[config.mk]
export PLATFORM = sky130hd
export DESIGN_NAME = periodic_neighbor_cell_enumerator
export DESIGN_NICKNAME = d
export VERILOG_FILES = /design/src/sv/pnce_pkg.sv /design/src/sv/pnce_front.sv /design/src/sv/pnce_queue.sv /design/src/sv/pnce_back.sv /design/src/sv/periodic_neighbor_cell_enumerator.sv
export VERILOG_INCLUDE_DIRS = /design/src /design/src/sv
export SDC_FILE = /design/constraint.sdc
export NUM_CORES = 1
export LEC_CHECK = 0
export BUFFER_PORTS_ARGS = -buffer_cell sky130_fd_sc_hd__buf_4
export CAP_MARGIN = 0
export CORE_MARGIN = 5
export CORE_UTILIZATION = 54
export CTS_CLUSTER_DIAMETER = 80
export DETAILED_ROUTE_END_ITERATION = 10
export PLACE_DENSITY = 0.73
export SLEW_MARGIN = 20
export SYNTH_ARGS = -nofsm -noshare
export SYNTH_HDL_FRONTEND = slang
export SYNTH_SLANG_ARGS = --single-unit
export TNS_END_PERCENT = 20
[constraint.sdc]
create_clock -name clock -period 10.2 [get_ports clock]
set_clock_uncertainty 0.05 [all_clocks]
set_input_delay 2.04 -clock clock [delete_from_list [all_inputs] [get_ports clock]]
set_output_delay 2.04 -clock clock [all_outputs]
set_load 0.005 [all_outputs]
[src/sv/periodic_neighbor_cell_enumerator_assert.svh]
`ifndef PERIODIC_NEIGHBOR_CELL_ENUMERATOR_ASSERT_SVH
`define PERIODIC_NEIGHBOR_CELL_ENUMERATOR_ASSERT_SVH

// Same-cycle implication, checked on every rising clock edge outside reset.
`define PNCE_ASSERT_NOW(label, ante, cons, msg) \
   label: assert property (@(posedge clock) disable iff (reset) (ante) |-> (cons)) \
      else $error(msg);

// Next-cycle implication, checked on every rising clock edge outside reset.
`define PNCE_ASSERT_NEXT(label, ante, cons, msg) \
   label: assert property (@(posedge clock) disable iff (reset) (ante) |=> (cons)) \
      else $error(msg);

`endif

[src/sv/pnce_pkg.sv]
package pnce_pkg;

   localparam int CELL_W       = 18;
   localparam int CFG_W        = 7;
   localparam int CSR_IDX_W    = 2;
   localparam int SHIFT_W      = 2;
   localparam int CELLS_RESET  = 3;

   localparam logic [CSR_IDX_W-1:0] CSR_CELLS_X = 2'd0;
   localparam logic [CSR_IDX_W-1:0] CSR_CELLS_Y = 2'd1;
   localparam logic [CSR_IDX_W-1:0] CSR_CELLS_Z = 2'd2;

   localparam int NEIGHBOR_SLOTS = 27;
   localparam int SLOT_W         = 5;
   localparam int PLANE_OFFSETS  = 9;
   localparam int ROW_OFFSETS    = 3;

   localparam logic [SLOT_W-1:0] CENTER_SLOT   = SLOT_W'(NEIGHBOR_SLOTS - 1);
   localparam logic [SLOT_W-1:0] CENTER_OFFSET = SLOT_W'(NEIGHBOR_SLOTS / 2);

   localparam logic [1:0] DIGIT_LOW  = 2'd0;
   localparam logic [1:0] DIGIT_HIGH = 2'd2;

   localparam logic signed [SHIFT_W-1:0] SHIFT_NONE = 2'sb00;
   localparam logic signed [SHIFT_W-1:0] SHIFT_POS  = 2'sb01;
   localparam logic signed [SHIFT_W-1:0] SHIFT_NEG  = 2'sb11;

   localparam int QUEUE_DEPTH = 2;
   localparam int QPTR_W      = 1;
   localparam int QCNT_W      = 2;

   typedef struct packed {
      logic [1:0] dx;
      logic [1:0] dy;
      logic [1:0] dz;
   } offset_type;

   // Width of one queued query: cell, error, six wrap flags and nine bases.
   function automatic int entry_bits(int aw);
      return CELL_W + 7 + 18 * aw;
   endfunction

   // Slots walk the 26 outer offsets in x, y, z order; the last slot is the center.
   function automatic offset_type slot_offset(logic [SLOT_W-1:0] s);
      logic [SLOT_W-1:0] t;
      logic [SLOT_W-1:0] r;
      offset_type        o;
      if (s == CENTER_SLOT) begin
         t = CENTER_OFFSET;
      end else if (s >= CENTER_OFFSET) begin
         t = s + SLOT_W'(1);
      end else begin
         t = s;
      end
      if (t >= SLOT_W'(2 * PLANE_OFFSETS)) begin
         o.dx = 2'd2;
         r    = t - SLOT_W'(2 * PLANE_OFFSETS);
      end else if (t >= SLOT_W'(PLANE_OFFSETS)) begin
         o.dx = 2'd1;
         r    = t - SLOT_W'(PLANE_OFFSETS);
      end else begin
         o.dx = 2'd0;
         r    = t;
      end
      if (r >= SLOT_W'(2 * ROW_OFFSETS)) begin
         o.dy = 2'd2;
         o.dz = 2'(r - SLOT_W'(2 * ROW_OFFSETS));
      end else if (r >= SLOT_W'(ROW_OFFSETS)) begin
         o.dy = 2'd1;
         o.dz = 2'(r - SLOT_W'(ROW_OFFSETS));
      end else begin
         o.dy = 2'd0;
         o.dz = 2'(r);
      end
      return o;
   endfunction

endpackage

[src/sv/pnce_front.sv]
module pnce_front import pnce_pkg::*; #(
   parameter int AW = 7,
   localparam int EW = entry_bits(AW)
) (
   input  logic              clock,
   input  logic              reset,
   input  logic              req_valid,
   output logic              req_stall,
   input  logic [CELL_W-1:0] req_center_cell,
   input  logic [AW-1:0]     cells_x,
   input  logic [AW-1:0]     cells_y,
   input  logic [AW-1:0]     cells_z,
   output logic              push,
   input  logic              full,
   output logic [EW-1:0]     push_data
);

   localparam int CW    = 3 * AW;
   localparam int XW    = (CW > CELL_W) ? CW : CELL_W;
   localparam int CNT_W = (AW > 1) ? $clog2(AW) : 1;

   typedef struct packed {
      logic [CELL_W-1:0]    center_idx;
      logic                 err;
      logic [2:0]           lo;
      logic [2:0]           hi;
      logic [2:0][CW-1:0]   xb;
      logic [2:0][2*AW-1:0] yb;
      logic [2:0][AW-1:0]   zb;
   } entry_type;

   typedef enum logic [2:0] {
      S_IDLE,
      S_MUL,
      S_CHECK,
      S_DIVX,
      S_DIVY,
      S_PUSH
   } state_type;

   state_type         state_ff, state_in;
   logic              hold_valid_ff, hold_valid_in;
   logic [CELL_W-1:0] hold_cell_ff, hold_cell_in;
   logic [XW-1:0]     c_ff, c_in;
   logic [2*AW-1:0]   plz_ff, plz_in;
   logic [CW-1:0]     total_ff, total_in;
   logic [XW-1:0]     rem_ff, rem_in;
   logic [XW-1:0]     dvs_ff, dvs_in;
   logic [AW-1:0]     q_ff, q_in;
   logic [CNT_W-1:0]  cnt_ff, cnt_in;
   logic [AW-1:0]     cx_ff, cx_in;
   logic [AW-1:0]     cy_ff, cy_in;
   logic [AW-1:0]     cz_ff, cz_in;
   logic [2*AW-1:0]   r1_ff, r1_in;
   logic              err_ff, err_in;

   logic              accept;
   logic              ge;
   logic [XW-1:0]     rem_next;
   logic [AW-1:0]     q_next;
   logic              div_done;
   entry_type         entry;
   logic [CW-1:0]     xc;
   logic [CW-1:0]     plz_c;
   logic [2*AW-1:0]   yc;
   logic [2*AW-1:0]   lz2;

   assign accept    = req_valid & ~hold_valid_ff;
   assign req_stall = hold_valid_ff;

   // One restoring division step per cycle, shared by both divisions.
   assign ge       = rem_ff >= dvs_ff;
   assign rem_next = ge ? rem_ff - dvs_ff : rem_ff;
   assign q_next   = (q_ff << 1) | AW'(ge);
   assign div_done = cnt_ff == CNT_W'(AW - 1);

   always_comb begin
      state_in      = state_ff;
      hold_valid_in = hold_valid_ff;
      hold_cell_in  = hold_cell_ff;
      c_in          = c_ff;
      plz_in        = plz_ff;
      total_in      = total_ff;
      rem_in        = rem_ff;
      dvs_in        = dvs_ff;
      q_in          = q_ff;
      cnt_in        = cnt_ff;
      cx_in         = cx_ff;
      cy_in         = cy_ff;
      cz_in         = cz_ff;
      r1_in         = r1_ff;
      err_in        = err_ff;
      push          = 1'b0;
      if (accept) begin
         hold_valid_in = 1'b1;
         hold_cell_in  = req_center_cell;
      end
      case (state_ff)
         S_IDLE: begin
            if (hold_valid_ff) begin
               hold_valid_in = 1'b0;
               c_in          = XW'(hold_cell_ff);
               plz_in        = (2 * AW)'(cells_y) * (2 * AW)'(cells_z);
               state_in      = S_MUL;
            end
         end
         S_MUL: begin
            total_in = CW'(cells_x) * CW'(plz_ff);
            state_in = S_CHECK;
         end
         S_CHECK: begin
            if (c_ff >= XW'(total_ff)) begin
               err_in   = 1'b1;
               state_in = S_PUSH;
            end else begin
               err_in   = 1'b0;
               rem_in   = c_ff;
               dvs_in   = XW'(plz_ff) << (AW - 1);
               q_in     = '0;
               cnt_in   = '0;
               state_in = S_DIVX;
            end
         end
         S_DIVX: begin
            rem_in = rem_next;
            if (div_done) begin
               cx_in    = q_next;
               r1_in    = (2 * AW)'(rem_next);
               dvs_in   = XW'(cells_z) << (AW - 1);
               q_in     = '0;
               cnt_in   = '0;
               state_in = S_DIVY;
            end else begin
               dvs_in = dvs_ff >> 1;
               q_in   = q_next;
               cnt_in = cnt_ff + CNT_W'(1);
            end
         end
         S_DIVY: begin
            rem_in = rem_next;
            if (div_done) begin
               cy_in    = q_next;
               cz_in    = AW'(rem_next);
               state_in = S_PUSH;
            end else begin
               dvs_in = dvs_ff >> 1;
               q_in   = q_next;
               cnt_in = cnt_ff + CNT_W'(1);
            end
         end
         S_PUSH: begin
            if (!full) begin
               push     = 1'b1;
               state_in = S_IDLE;
            end
         end
         default: begin
            state_in = S_IDLE;
         end
      endcase
   end

   // Neighbor bases per axis: index 0 is the lower neighbor, 1 the center, 2 the upper.
   always_comb begin
      plz_c = CW'(plz_ff);
      xc    = CW'(c_ff) - CW'(r1_ff);
      lz2   = (2 * AW)'(cells_z);
      yc    = r1_ff - (2 * AW)'(cz_ff);

      entry.center_idx = CELL_W'(c_ff);
      entry.err        = err_ff;
      entry.lo[0]      = cx_ff == '0;
      entry.lo[1]      = cy_ff == '0;
      entry.lo[2]      = cz_ff == '0;
      entry.hi[0]      = cx_ff == cells_x - AW'(1);
      entry.hi[1]      = cy_ff == cells_y - AW'(1);
      entry.hi[2]      = cz_ff == cells_z - AW'(1);

      entry.xb[0] = entry.lo[0] ? total_ff - plz_c : xc - plz_c;
      entry.xb[1] = xc;
      entry.xb[2] = entry.hi[0] ? '0 : xc + plz_c;

      entry.yb[0] = entry.lo[1] ? plz_ff - lz2 : yc - lz2;
      entry.yb[1] = yc;
      entry.yb[2] = entry.hi[1] ? '0 : yc + lz2;

      entry.zb[0] = entry.lo[2] ? cells_z - AW'(1) : cz_ff - AW'(1);
      entry.zb[1] = cz_ff;
      entry.zb[2] = entry.hi[2] ? '0 : cz_ff + AW'(1);
   end

   assign push_data = entry;

   always_ff @(posedge clock) begin
      if (reset) begin
         state_ff      <= S_IDLE;
         hold_valid_ff <= 1'b0;
      end else begin
         state_ff      <= state_in;
         hold_valid_ff <= hold_valid_in;
      end
      hold_cell_ff <= hold_cell_in;
      c_ff         <= c_in;
      plz_ff       <= plz_in;
      total_ff     <= total_in;
      rem_ff       <= rem_in;
      dvs_ff       <= dvs_in;
      q_ff         <= q_in;
      cnt_ff       <= cnt_in;
      cx_ff        <= cx_in;
      cy_ff        <= cy_in;
      cz_ff        <= cz_in;
      r1_ff        <= r1_in;
      err_ff       <= err_in;
   end

endmodule

[src/sv/pnce_queue.sv]
`include "periodic_neighbor_cell_enumerator_assert.svh"

module pnce_queue import pnce_pkg::*; #(
   parameter int W = 8
) (
   input  logic         clock,
   input  logic         reset,
   input  logic         push,
   input  logic [W-1:0] push_data,
   output logic         full,
   input  logic         pop,
   output logic         valid,
   output logic [W-1:0] head_data
);

   logic [W-1:0]      mem_ff [QUEUE_DEPTH];
   logic [QPTR_W-1:0] wr_ptr_ff, wr_ptr_in;
   logic [QPTR_W-1:0] rd_ptr_ff, rd_ptr_in;
   logic [QCNT_W-1:0] count_ff, count_in;

   assign full      = count_ff == QCNT_W'(QUEUE_DEPTH);
   assign valid     = count_ff != '0;
   assign head_data = mem_ff[rd_ptr_ff];

   always_comb begin
      wr_ptr_in = push ? wr_ptr_ff + QPTR_W'(1) : wr_ptr_ff;
      rd_ptr_in = pop ? rd_ptr_ff + QPTR_W'(1) : rd_ptr_ff;
      count_in  = count_ff;
      if (push && !pop) begin
         count_in = count_ff + QCNT_W'(1);
      end else if (pop && !push) begin
         count_in = count_ff - QCNT_W'(1);
      end
   end

   always_ff @(posedge clock) begin
      if (reset) begin
         wr_ptr_ff <= '0;
         rd_ptr_ff <= '0;
         count_ff  <= '0;
      end else begin
         wr_ptr_ff <= wr_ptr_in;
         rd_ptr_ff <= rd_ptr_in;
         count_ff  <= count_in;
      end
      if (push) begin
         mem_ff[wr_ptr_ff] <= push_data;
      end
   end

   `PNCE_ASSERT_NOW(a_no_push_when_full, push, !full, "push into a full queue")
   `PNCE_ASSERT_NOW(a_no_pop_when_empty, pop, valid, "pop from an empty queue")
   `PNCE_ASSERT_NEXT(a_push_makes_valid, push && !pop, valid, "pushed entry not visible")

endmodule

[src/sv/pnce_back.sv]
`include "periodic_neighbor_cell_enumerator_assert.svh"

module pnce_back import pnce_pkg::*; #(
   parameter int AW = 7,
   localparam int EW = entry_bits(AW)
) (
   input  logic                      clock,
   input  logic                      reset,
   input  logic                      q_valid,
   output logic                      q_pop,
   input  logic [EW-1:0]             q_data,
   output logic                      rsp_valid,
   input  logic                      rsp_stall,
   output logic [CELL_W-1:0]         rsp_neighbor_cell,
   output logic signed [SHIFT_W-1:0] rsp_shift_x,
   output logic signed [SHIFT_W-1:0] rsp_shift_y,
   output logic signed [SHIFT_W-1:0] rsp_shift_z,
   output logic                      rsp_on_boundary,
   output logic                      rsp_error,
   output logic                      rsp_last
);

   localparam int CW = 3 * AW;
   localparam int XW = (CW > CELL_W) ? CW : CELL_W;

   typedef struct packed {
      logic [CELL_W-1:0]    center_idx;
      logic                 err;
      logic [2:0]           lo;
      logic [2:0]           hi;
      logic [2:0][CW-1:0]   xb;
      logic [2:0][2*AW-1:0] yb;
      logic [2:0][AW-1:0]   zb;
   } entry_type;

   function automatic logic signed [SHIFT_W-1:0] axis_shift(logic [1:0] d, logic lo,
                                                            logic hi);
      logic signed [SHIFT_W-1:0] s;
      s = SHIFT_NONE;
      if (d == DIGIT_LOW && lo) begin
         s = SHIFT_NEG;
      end else if (d == DIGIT_HIGH && hi) begin
         s = SHIFT_POS;
      end
      return s;
   endfunction

   entry_type                 head;
   offset_type                ofs;
   logic [CW-1:0]             idx;
   logic                      center;
   logic                      fin;
   logic                      emit;
   logic                      adv;
   logic                      step;
   logic                      load;
   logic                      wrapped;

   logic [SLOT_W-1:0]         slot_ff, slot_in;
   logic                      rsp_valid_ff, rsp_valid_in;
   logic [CELL_W-1:0]         rsp_cell_ff, rsp_cell_in;
   logic signed [SHIFT_W-1:0] rsp_shift_x_ff, rsp_shift_x_in;
   logic signed [SHIFT_W-1:0] rsp_shift_y_ff, rsp_shift_y_in;
   logic signed [SHIFT_W-1:0] rsp_shift_z_ff, rsp_shift_z_in;
   logic                      rsp_bnd_ff, rsp_bnd_in;
   logic                      rsp_err_ff, rsp_err_in;
   logic                      rsp_last_ff, rsp_last_in;

   assign head   = q_data;
   assign ofs    = slot_offset(slot_ff);
   assign idx    = head.xb[ofs.dx] + CW'(head.yb[ofs.dy]) + CW'(head.zb[ofs.dz]);
   assign center = slot_ff == CENTER_SLOT;
   assign fin    = head.err | center;
   assign emit   = fin | (XW'(idx) != XW'(head.center_idx));
   assign adv    = ~rsp_valid_ff | ~rsp_stall;
   assign step   = q_valid & adv;
   assign load   = step & emit;
   assign q_pop  = step & fin;

   always_comb begin
      slot_in        = slot_ff;
      rsp_valid_in   = rsp_valid_ff & rsp_stall;
      rsp_cell_in    = rsp_cell_ff;
      rsp_shift_x_in = rsp_shift_x_ff;
      rsp_shift_y_in = rsp_shift_y_ff;
      rsp_shift_z_in = rsp_shift_z_ff;
      rsp_bnd_in     = rsp_bnd_ff;
      rsp_err_in     = rsp_err_ff;
      rsp_last_in    = rsp_last_ff;
      if (step) begin
         slot_in = fin ? '0 : slot_ff + SLOT_W'(1);
      end
      if (load) begin
         rsp_valid_in = 1'b1;
         rsp_err_in   = head.err;
         rsp_last_in  = fin;
         rsp_bnd_in   = ~head.err & (|{head.lo, head.hi});
         if (fin) begin
            rsp_cell_in    = head.err ? '0 : head.center_idx;
            rsp_shift_x_in = SHIFT_NONE;
            rsp_shift_y_in = SHIFT_NONE;
            rsp_shift_z_in = SHIFT_NONE;
         end else begin
            rsp_cell_in    = CELL_W'(idx);
            rsp_shift_x_in = axis_shift(ofs.dx, head.lo[0], head.hi[0]);
            rsp_shift_y_in = axis_shift(ofs.dy, head.lo[1], head.hi[1]);
            rsp_shift_z_in = axis_shift(ofs.dz, head.lo[2], head.hi[2]);
         end
      end
   end

   always_ff @(posedge clock) begin
      if (reset) begin
         slot_ff      <= '0;
         rsp_valid_ff <= 1'b0;
      end else begin
         slot_ff      <= slot_in;
         rsp_valid_ff <= rsp_valid_in;
      end
      rsp_cell_ff    <= rsp_cell_in;
      rsp_shift_x_ff <= rsp_shift_x_in;
      rsp_shift_y_ff <= rsp_shift_y_in;
      rsp_shift_z_ff <= rsp_shift_z_in;
      rsp_bnd_ff     <= rsp_bnd_in;
      rsp_err_ff     <= rsp_err_in;
      rsp_last_ff    <= rsp_last_in;
   end

   assign rsp_valid         = rsp_valid_ff;
   assign rsp_neighbor_cell = rsp_cell_ff;
   assign rsp_shift_x       = rsp_shift_x_ff;
   assign rsp_shift_y       = rsp_shift_y_ff;
   assign rsp_shift_z       = rsp_shift_z_ff;
   assign rsp_on_boundary   = rsp_bnd_ff;
   assign rsp_error         = rsp_err_ff;
   assign rsp_last          = rsp_last_ff;

   assign wrapped = (rsp_shift_x_ff != SHIFT_NONE) || (rsp_shift_y_ff != SHIFT_NONE) ||
                    (rsp_shift_z_ff != SHIFT_NONE);

   `PNCE_ASSERT_NOW(a_slot_idle, !q_valid, slot_ff == '0, "slot counter moved without a query")
   `PNCE_ASSERT_NOW(a_shift_bnd, rsp_valid_ff && wrapped, rsp_bnd_ff, "wrap without boundary flag")
   `PNCE_ASSERT_NOW(a_err_last, rsp_valid_ff && rsp_err_ff, rsp_last_ff, "error result not last")

endmodule

[src/sv/periodic_neighbor_cell_enumerator.sv]
// Channel   Direction  Handshake            Payload
// req       in         req_valid/req_stall  req_center_cell
// rsp       out        rsp_valid/rsp_stall  rsp_neighbor_cell, rsp_shift_x/y/z,
//                                           rsp_on_boundary, rsp_error, rsp_last
// csr       in         csr_write            csr_index, csr_wdata
//
// On the result side the back end steps through each of the 26 outer offsets (skipped
// neighbors included) and then the final center result. A query out of range yields
// only an error result, and the front end skips both divisions for it. A valid query
// passes through two restoring divisions of one bit per cycle in the front end.
// Reset sets all three axes to 3 cells and empties the queue; there is no clearing pass.
// A stall on rsp freezes the back end. req_stall is high while the front end holds an
// accepted request not yet taken in, so also once the two queue entries and front end fill.
module periodic_neighbor_cell_enumerator import pnce_pkg::*; #(
   parameter int MAX_CELLS_PER_AXIS = 64
) (
   input  logic                      clock,
   input  logic                      reset,
   input  logic                      req_valid,
   output logic                      req_stall,
   input  logic [CELL_W-1:0]         req_center_cell,
   output logic                      rsp_valid,
   input  logic                      rsp_stall,
   output logic [CELL_W-1:0]         rsp_neighbor_cell,
   output logic signed [SHIFT_W-1:0] rsp_shift_x,
   output logic signed [SHIFT_W-1:0] rsp_shift_y,
   output logic signed [SHIFT_W-1:0] rsp_shift_z,
   output logic                      rsp_on_boundary,
   output logic                      rsp_error,
   output logic                      rsp_last,
   input  logic                      csr_write,
   input  logic [CSR_IDX_W-1:0]      csr_index,
   input  logic [CFG_W-1:0]          csr_wdata
);

   localparam int AW   = $clog2(MAX_CELLS_PER_AXIS + 1);
   localparam int CMPW = (AW > CFG_W) ? AW : CFG_W;
   localparam int EW   = entry_bits(AW);
   localparam logic [AW-1:0] CELLS_INIT =
      AW'((CELLS_RESET > MAX_CELLS_PER_AXIS) ? MAX_CELLS_PER_AXIS : CELLS_RESET);

   // A written zero counts as one cell; values above the maximum saturate.
   function automatic logic [AW-1:0] clamp_cells(logic [CFG_W-1:0] v);
      logic [CMPW-1:0] w;
      w = CMPW'(v);
      if (w == '0) begin
         w = CMPW'(1);
      end
      if (w > CMPW'(MAX_CELLS_PER_AXIS)) begin
         w = CMPW'(MAX_CELLS_PER_AXIS);
      end
      return AW'(w);
   endfunction

   logic [AW-1:0] cells_x_ff, cells_x_in;
   logic [AW-1:0] cells_y_ff, cells_y_in;
   logic [AW-1:0] cells_z_ff, cells_z_in;

   logic          push;
   logic          full;
   logic [EW-1:0] push_data;
   logic          pop;
   logic          q_valid;
   logic [EW-1:0] head_data;

   always_comb begin
      cells_x_in = cells_x_ff;
      cells_y_in = cells_y_ff;
      cells_z_in = cells_z_ff;
      if (csr_write) begin
         case (csr_index)
            CSR_CELLS_X: cells_x_in = clamp_cells(csr_wdata);
            CSR_CELLS_Y: cells_y_in = clamp_cells(csr_wdata);
            CSR_CELLS_Z: cells_z_in = clamp_cells(csr_wdata);
            default: begin
            end
         endcase
      end
   end

   always_ff @(posedge clock) begin
      if (reset) begin
         cells_x_ff <= CELLS_INIT;
         cells_y_ff <= CELLS_INIT;
         cells_z_ff <= CELLS_INIT;
      end else begin
         cells_x_ff <= cells_x_in;
         cells_y_ff <= cells_y_in;
         cells_z_ff <= cells_z_in;
      end
   end

   pnce_front #(
      .AW(AW)
   ) u_front (
      .clock           (clock),
      .reset           (reset),
      .req_valid       (req_valid),
      .req_stall       (req_stall),
      .req_center_cell (req_center_cell),
      .cells_x         (cells_x_ff),
      .cells_y         (cells_y_ff),
      .cells_z         (cells_z_ff),
      .push            (push),
      .full            (full),
      .push_data       (push_data)
   );

   pnce_queue #(
      .W(EW)
   ) u_queue (
      .clock     (clock),
      .reset     (reset),
      .push      (push),
      .push_data (push_data),
      .full      (full),
      .pop       (pop),
      .valid     (q_valid),
      .head_data (head_data)
   );

   pnce_back #(
      .AW(AW)
   ) u_back (
      .clock             (clock),
      .reset             (reset),
      .q_valid           (q_valid),
      .q_pop             (pop),
      .q_data            (head_data),
      .rsp_valid         (rsp_valid),
      .rsp_stall         (rsp_stall),
      .rsp_neighbor_cell (rsp_neighbor_cell),
      .rsp_shift_x       (rsp_shift_x),
      .rsp_shift_y       (rsp_shift_y),
      .rsp_shift_z       (rsp_shift_z),
      .rsp_on_boundary   (rsp_on_boundary),
      .rsp_error         (rsp_error),
      .rsp_last          (rsp_last)
   );

endmodule

---- Word level (Yosys, flattened, before mapping) ----
Memory sizes are Yosys's and may differ from the RTL's. A register that Yosys moved wholly into a read port is not among the register bits.
Cells that the tools add are included.
storage, ports and cells
  register bits ........................... 220
  latch bits .............................. 0
  memory bits (writable) .................. 302
  ROM bits ................................ 0
  memories ................................ 1
operators by class
  $add $sub $neg .......................... 26
  $mul .................................... 2
  div/mod/pow operators ................... 0
  order comparisons ....................... 13
  eq/ne operators ......................... 24
  shift operators ......................... 0
  multiplexer cells ....................... 73
  bitwise logic cells ..................... 14
  reductions and logical operators ........ 35
memories
  name            depth  bits a word  rd ports  clocked after memory_dff  write ports  line              RTL
  u_queue.mem_ff  2      151          1         1                         1            pnce_queue.sv:16  logic [W-1:0] mem_ff [QUEUE_DEPTH];
operator list
  operator             count
  $mux 21              7
  $mux 7               13
  $pmux 21 s3          1
  $add 21x14->21       2
  $bmux 21 s2          1
  $mux 14              3
  $pmux 21 s2          1
  $sub 14x7->14        3
  $sub 21x14->21       2
  $mux 18              2
  $bmux 14 s2          1
  $logic_not 7->1      4
  $sub 7x1->7 const B  4
  $mux 3               9
  $mux 5               5
  $add 21x7->21        1
  $eq 7x7->1           3
  $ge 18x21->1         1
  $ge 21x21->1         1
  $gt 7x7->1 const B   3
  $mul 7x14->21        1
  $ne 21x18->1         1
  $sub 21x21->21       1
  $mux 20              1
  48 further kinds     116

---- Depth between registers and ports, before layout ----
  depth after elaboration ................. 17
  depth in mapped cells ................... 37
  gate-level depth less buffers ........... 36

---- Cells and area by module ----
Synthesis repeated with hierarchy kept, for this count alone.
unflattened totals
  cell total of the unflattened synthesis .. 2940
  area, all modules ....................... 33669.8 µm²
modules (own cells, without submodules)
  module                             times used  cells an instance  area an instance (µm²)  sequential area each (µm²)
  pnce_front                         1           1890               17340.4                 4794.6
  pnce_queue                         1           492                11468.5                 9168.8
  pnce_back                          1           478                4057.6                  930.9
  periodic_neighbor_cell_enumerator  1           80                 803.3                   420.4

---- Worst setup path after synthesis ----
OpenSTA, ideal clock, no wires.
  path kind ............................... register to register
  from .................................... reg u_back.slot_ff[1]
  to ...................................... reg u_back.rsp_err_ff, in the netlist u_back.rsp_error (enable)
  data arrival time ....................... 8.902 ns
  required time ........................... 9.730 ns
  slack ................................... 0.828 ns
  stages on the path, launching flop included .. 32
  clock period less this slack ............ 9.372 ns
  cell sequence ........................... dfxtp_1 -> inv_1 -> ha_1 -> o311a_1 -> nor2_1 -> o31a_1 -> ha_1 -> a21bo_1 -> o311a_1 -> buf_4 -> a211o_1 -> buf_6 -> xor2_4 -> inv_2 -> ha_1 -> a2111oi_4 -> o22ai_2 -> or3_4 -> o221ai_1 -> a21oi_1 -> fa_1 -> ha_1 -> fa_1 -> a211oi_1 -> o21bai_1 -> a31o_2 -> a221o_1 -> a2111oi_0 -> nor3_1 -> o21a_1 -> o2111a_1 -> a21oi_1
between the ends
  longest elaborated chain between the ends .. 16
  elaborated cells between the ends (all ways) .. 31
RTL lines
  what                                       line                            RTL
  start, declared                            pnce_back.sv:59                 logic [SLOT_W-1:0] slot_ff, slot_in;
  start signal, assigned                     pnce_back.sv:117                slot_ff <= slot_in;
  $add 5x1->5 or $ge 5x4->1 (tied branches)  pnce_pkg.sv:51, pnce_pkg.sv:50
  $mux 5                                     pnce_pkg.sv:50                  end else if (s >= CENTER_OFFSET) begin
  $mux 5                                     pnce_pkg.sv:48                  if (s == CENTER_SLOT) begin
  $sub 5x4->5 or $ge 5x4->1 (tied branches)  pnce_pkg.sv:60, pnce_pkg.sv:58
  $mux 5                                     pnce_pkg.sv:58                  end else if (t >= SLOT_W'(PLANE_OFFSETS)) begin
  $mux 5                                     pnce_pkg.sv:55                  if (t >= SLOT_W'(2 * PLANE_OFFSETS)) begin
  $ge 5x2->1                                 pnce_pkg.sv:68                  end else if (r >= SLOT_W'(ROW_OFFSETS)) begin
  $mux 3                                     pnce_pkg.sv:68
  $mux 4                                     pnce_pkg.sv:65                  if (r >= SLOT_W'(2 * ROW_OFFSETS)) begin
  $bmux 14 s2                                pnce_back.sv:71                 assign idx = head.xb[ofs.dx] + CW'(head.yb[ofs.dy]) + CW'(head.zb[ofs.dz]);
  $mux 14 (not written as such)              pnce_back.sv:71
  $add 21x14->21                             pnce_back.sv:71
  $add 21x7->21                              pnce_back.sv:71
  $ne 21x18->1                               pnce_back.sv:74                 assign emit = fin | (XW'(idx) != XW'(head.center_idx));
  $or 1x1->1 (*)                             pnce_back.sv:74
  $and 1x1->1 (*)                            pnce_back.sv:77                 assign load = step & emit;
  via u_back.load                            pnce_back.sv:56                 logic load;
  end signal, assigned                       pnce_back.sv:125                rsp_err_ff <= rsp_err_in;
  end, declared                              pnce_back.sv:66                 logic rsp_err_ff, rsp_err_in;
The timed path passes the listed nets; every way through them passes the cells marked *. The select of a mux whose other input is x is not followed.
A chain may end at the register's enable or synchronous reset.

---- Final worst setup path ----
  from .................................... reg u_back.slot_ff[1]
  to ...................................... reg u_back.rsp_shift_z_ff[1], in the netlist u_back.rsp_shift_z[1] (enable)
between the ends
  longest elaborated chain between the ends .. 16
  elaborated cells between the ends (all ways) .. 31
RTL lines
  what                                       line                            RTL
  $add 5x1->5 or $ge 5x4->1 (tied branches)  pnce_pkg.sv:51, pnce_pkg.sv:50
  $mux 5                                     pnce_pkg.sv:50
  $mux 5                                     pnce_pkg.sv:48
  $sub 5x4->5 or $ge 5x4->1 (tied branches)  pnce_pkg.sv:60, pnce_pkg.sv:58
  $mux 5                                     pnce_pkg.sv:58
  $mux 5                                     pnce_pkg.sv:55
  $ge 5x2->1                                 pnce_pkg.sv:68
  $mux 3                                     pnce_pkg.sv:68
  $mux 4                                     pnce_pkg.sv:65
  $bmux 14 s2                                pnce_back.sv:71
  $mux 14 (not written as such)              pnce_back.sv:71
  $add 21x14->21                             pnce_back.sv:71
  $add 21x7->21                              pnce_back.sv:71
  $ne 21x18->1                               pnce_back.sv:74
  $or 1x1->1 (*)                             pnce_back.sv:74
  $and 1x1->1 (*)                            pnce_back.sv:77
  via u_back.load                            pnce_back.sv:56
  end signal, assigned                       pnce_back.sv:123                rsp_shift_z_ff <= rsp_shift_z_in;
  end, declared                              pnce_back.sv:64                 logic signed [SHIFT_W-1:0] rsp_shift_z_ff, rsp_shift_z_in;
Marks and branches as above.

==> run_results.csv <==
group,metric,value,unit
sta,fmax,106,MHz
yosys,synth_top_area_share,45.8,%
worst_setup_path,crit_path_frequent_cell,"ha_1",
detailed_routing,routed_wl,82.1,mm
sta,min_period,9.46,ns
power_and_ir_drop,leakagePower,13.6,nW
placement,place_ws,0.607,ns
clock_network,cts_setup_buffers,0,
worst_setup_path,crit_family,"compound AO/OA/AOI/OAI gates",
placement,io_buffers,60,
final_layout,post_route_cells_drive_above_1_share,9.77,%
final_layout,finalNonFillerCells,3633,
global_route,grt_pass1_vias,22000,
die,core,0.0578,sq mm
sta,hold_viol,0,
clock_network,path_clk_slew,0.06,ns
worst_setup_path,cp-end-kind,"flop",
final_layout,final_nets,3164,
sta,tightest_slew,1.04,ns
global_route,grt.met3_usage,3.52,%
worst_setup_path,required,10.43,ns
global_route,met2_usage,43.0,%
clock_network,cts.path.max_buffers,3,
sta,rsz0062_at_grt,"false",
yosys,synth-edff-count,482,
global_route,antenna_found_initial,4,
yosys,seq_area_frac_synth,48.1,%
global_route,overflow,0,
die,start_util,54.7,%
detailed_routing,first_iter_violations,2158,
global_route,met1_usage,34.1,%
final_layout,syn_to_final_growth,9.60,%
global_route,grt_start_max_net_pins,138,
clock_network,cts_sinks,518,
sta,worst_slack,0.738,ns
clock_network,cts_hold_repair.buffers,0,
worst_setup_path,max_stage_delay,0.48,ns
yosys,yosys_warnings,0,
detailed_routing,ant_nets,0,
worst_setup_path,cp_slowest_cell,"o311a_1",
yosys,ys_ff_latch,518,
yosys,syn_inst,2779,
yosys,ys.flop_type,"edfxtp_1",
sta,slew_headroom,30.6,%
detailed_routing,routedWlPerCell,22.6,microns
min_path,hp-class,"reg -> reg",
detailed_routing,num_vias,21900,
yosys,netlist_area,0.0316,sq mm
power_and_ir_drop,ir_drop,0.134,mV
yosys,syn_area_per_cell,11.4,sq um
yosys,synth_area_leaders,"edfxtp_1 (46%), ha_1 (8.4%), fa_1 (6.2%), xnor2_1 (3.6%), mux2i_1 (3.2%)",
worst_setup_path,path_max_fanout,27,
die,ioPinCount,61,
sta,slew_violations,0,
yosys,synth_top_area_cell,"edfxtp_1",
yosys,synthDistinctLibCells,85,
sta,tns,0,ns
outcome,outcome,"complete, no violations",
sta,setup_viol,0,
die,rows,88,
global_route,grt_pass1_wl,126,mm
clock_network,cts_root_buf,"clkbuf_16",
clock_network,clk_latency,0.61,ns
worst_setup_path,path_buf_inv,4,
die,die_area,0.0635,sq mm
yosys,async_flop_share,0,%
yosys,syn-num-nets,3120,
placement,dpl.hpwl,61.7,mm
global_route,grt-busiest-layer,"met2",
worst_setup_path,start_kind,"flop",
die,die_w,252,microns
worst_setup_path,critPathArrivalTime,9.69,ns
run,maxCapViolations,0,
clock_network,htreeDepth,2,
global_route,grt_usage,25.6,%
placement,place_congestion,0.928,
sta,fin_crit_sh,92.8,%
clock_network,cts_tree,"done",
detailed_routing,drt_pass1_iterations,8,
die,fp.dieH,252,microns
clock_network,cts_buffers,54,
worst_setup_path,worstSetupPathType,"reg -> reg",
clock_network,cts_resized,0,
detailed_routing,route.detailed.drc,0,
detailed_routing,vias_per_cell,6.02,
placement,dp_cells,3532,
power_and_ir_drop,p_per_area,186,mW/mm^2
==> area by class of cell <==
| cell class | instances | area, sq um |
|---|---|---|
| Fill cell | 4608 | 23200 |
| Sequential cell | 518 | 15200 |
| Multi-Input combinational cell | 1900 | 15100 |
| Clock buffer | 66 | 1420 |
| Inverter | 264 | 991 |
| Tap cell | 765 | 957 |
| Timing Repair Buffer | 85 | 654 |
| Clock inverter | 34 | 340 |
| Antenna cell | 1 | 2.50 |
==> cell usage after synthesis, types with 36 or more instances <==
cell and count:
and2_1 39, inv_1 260, a21oi_1 149, ha_1 211, xor2_1 61, nand3_1 50, fa_1 98, xnor2_1 131
mux2i_1 100, nor3_1 63, o21ai_0 93, nor2_1 215, mux2_2 54, dfxtp_1 36, nand2_1 219, clkbuf_1 70
edfxtp_1 482
==> placed cells by master, fill, tap and decap left out, types with 11 or more instances in the layout <==
cell and instances:
a211o_1 13, a211oi_1 26, a21o_1 35, a21oi_1 147, a31oi_1 14, and2_1 38, and3_1 15, buf_4 83
clkbuf_1 11, clkbuf_16 55, clkinv_1 11, dfxtp_1 35, edfxtp_1 482, fa_1 98, ha_1 211, inv_1 260
mux2_2 54, mux2i_1 100, mux4_2 19, nand2_1 219, nand2b_1 18, nand3_1 50, nand4_1 11, nor2_1 212
nor2b_1 34, nor3_1 63, o211ai_1 13, o21a_1 19, o21ai_0 92, o21bai_1 27, o22ai_1 20, xnor2_1 131
xor2_1 61
==> power breakdown <==
part / internal [W] / total (W) / switching [W] / leakage (nW)
clock network: 0.00114 / 0.00197 / 0.000826 / 0.853
registers: 0.00255 / 0.00269 / 0.000133 / 4.69
logic: 0.000735 / 0.00180 / 0.00106 / 8.08
total: 0.00443 / 0.00645 / 0.00202 / 13.6
==> per-stage QoR <==
stage,total power (W),utilization (%),hold WS (ns),area [sq um]
4_1_cts,0.00646,59.9,0.369,34600
6_report,0.00645,59.9,0.368,34600
5_1_grt,0.00676,59.9,0.386,34600
3_5_place_dp,0.00450,56.9,0.355,32900
2_1_floorplan,0.00396,-,0.350,31600
3_3_place_gp,0.00444,56.9,0.351,32900
==> per-layer routing <==
| metal | vias up | share of wire (%) | routed length, microns |
|---|---|---|---|
| li1 | 10100 | - | - |
| met2 | 765 | 48 | 39200 |
| met1 | 10900 | 41 | 33800 |
| met4 | 0 | 4.5 | 3690 |
| met3 | 178 | 6.5 | 5320 |
| met5 | - | 0 | 0 |
==> cell families after synthesis <==
group                    count (synthesis)  share of synthesized area, %
XOR/XNOR                               193                          5.41
multiplexers                           173                          6.44
AND/OR/NAND/NOR                        721                          10.6
adder cells (fa/ha/maj)                309                          14.6
buffers and inverters                  361                          4.40
AO/OA/AOI/OAI                          504                          10.5
flip-flops                             518                          48.1
==> path summary, 6_finish.rpt <==
check / start / endpoint / slack (ns) / cells past startpoint
max: u_back.slot_ff[1] / u_back.rsp_shift_z[1] / 0.74 / 31
min: u_front.hold_cell_ff[13] / u_front.c_ff[13] / 0.37 / 0
max reg2reg: u_back.slot_ff[1] / u_back.rsp_shift_z[1] / 0.74 / 31
min reg2reg: u_front.hold_cell_ff[13] / u_front.c_ff[13] / 0.37 / 0
==> sequential cells by signal, indices dropped and copies added (netlist names), 14 cells and up, named ones only <==
register	flops
u_front.r1_ff	14
u_front.dvs_ff	20
u_back.rsp_neighbor_cell	18
u_front.plz_ff	14
u_front.total_ff	21
u_front.c_ff	18
u_queue.mem_ff	298
u_front.hold_cell_ff	18
u_front.rem_ff	21
Note: power is estimated with default switching activity, not from simulation.
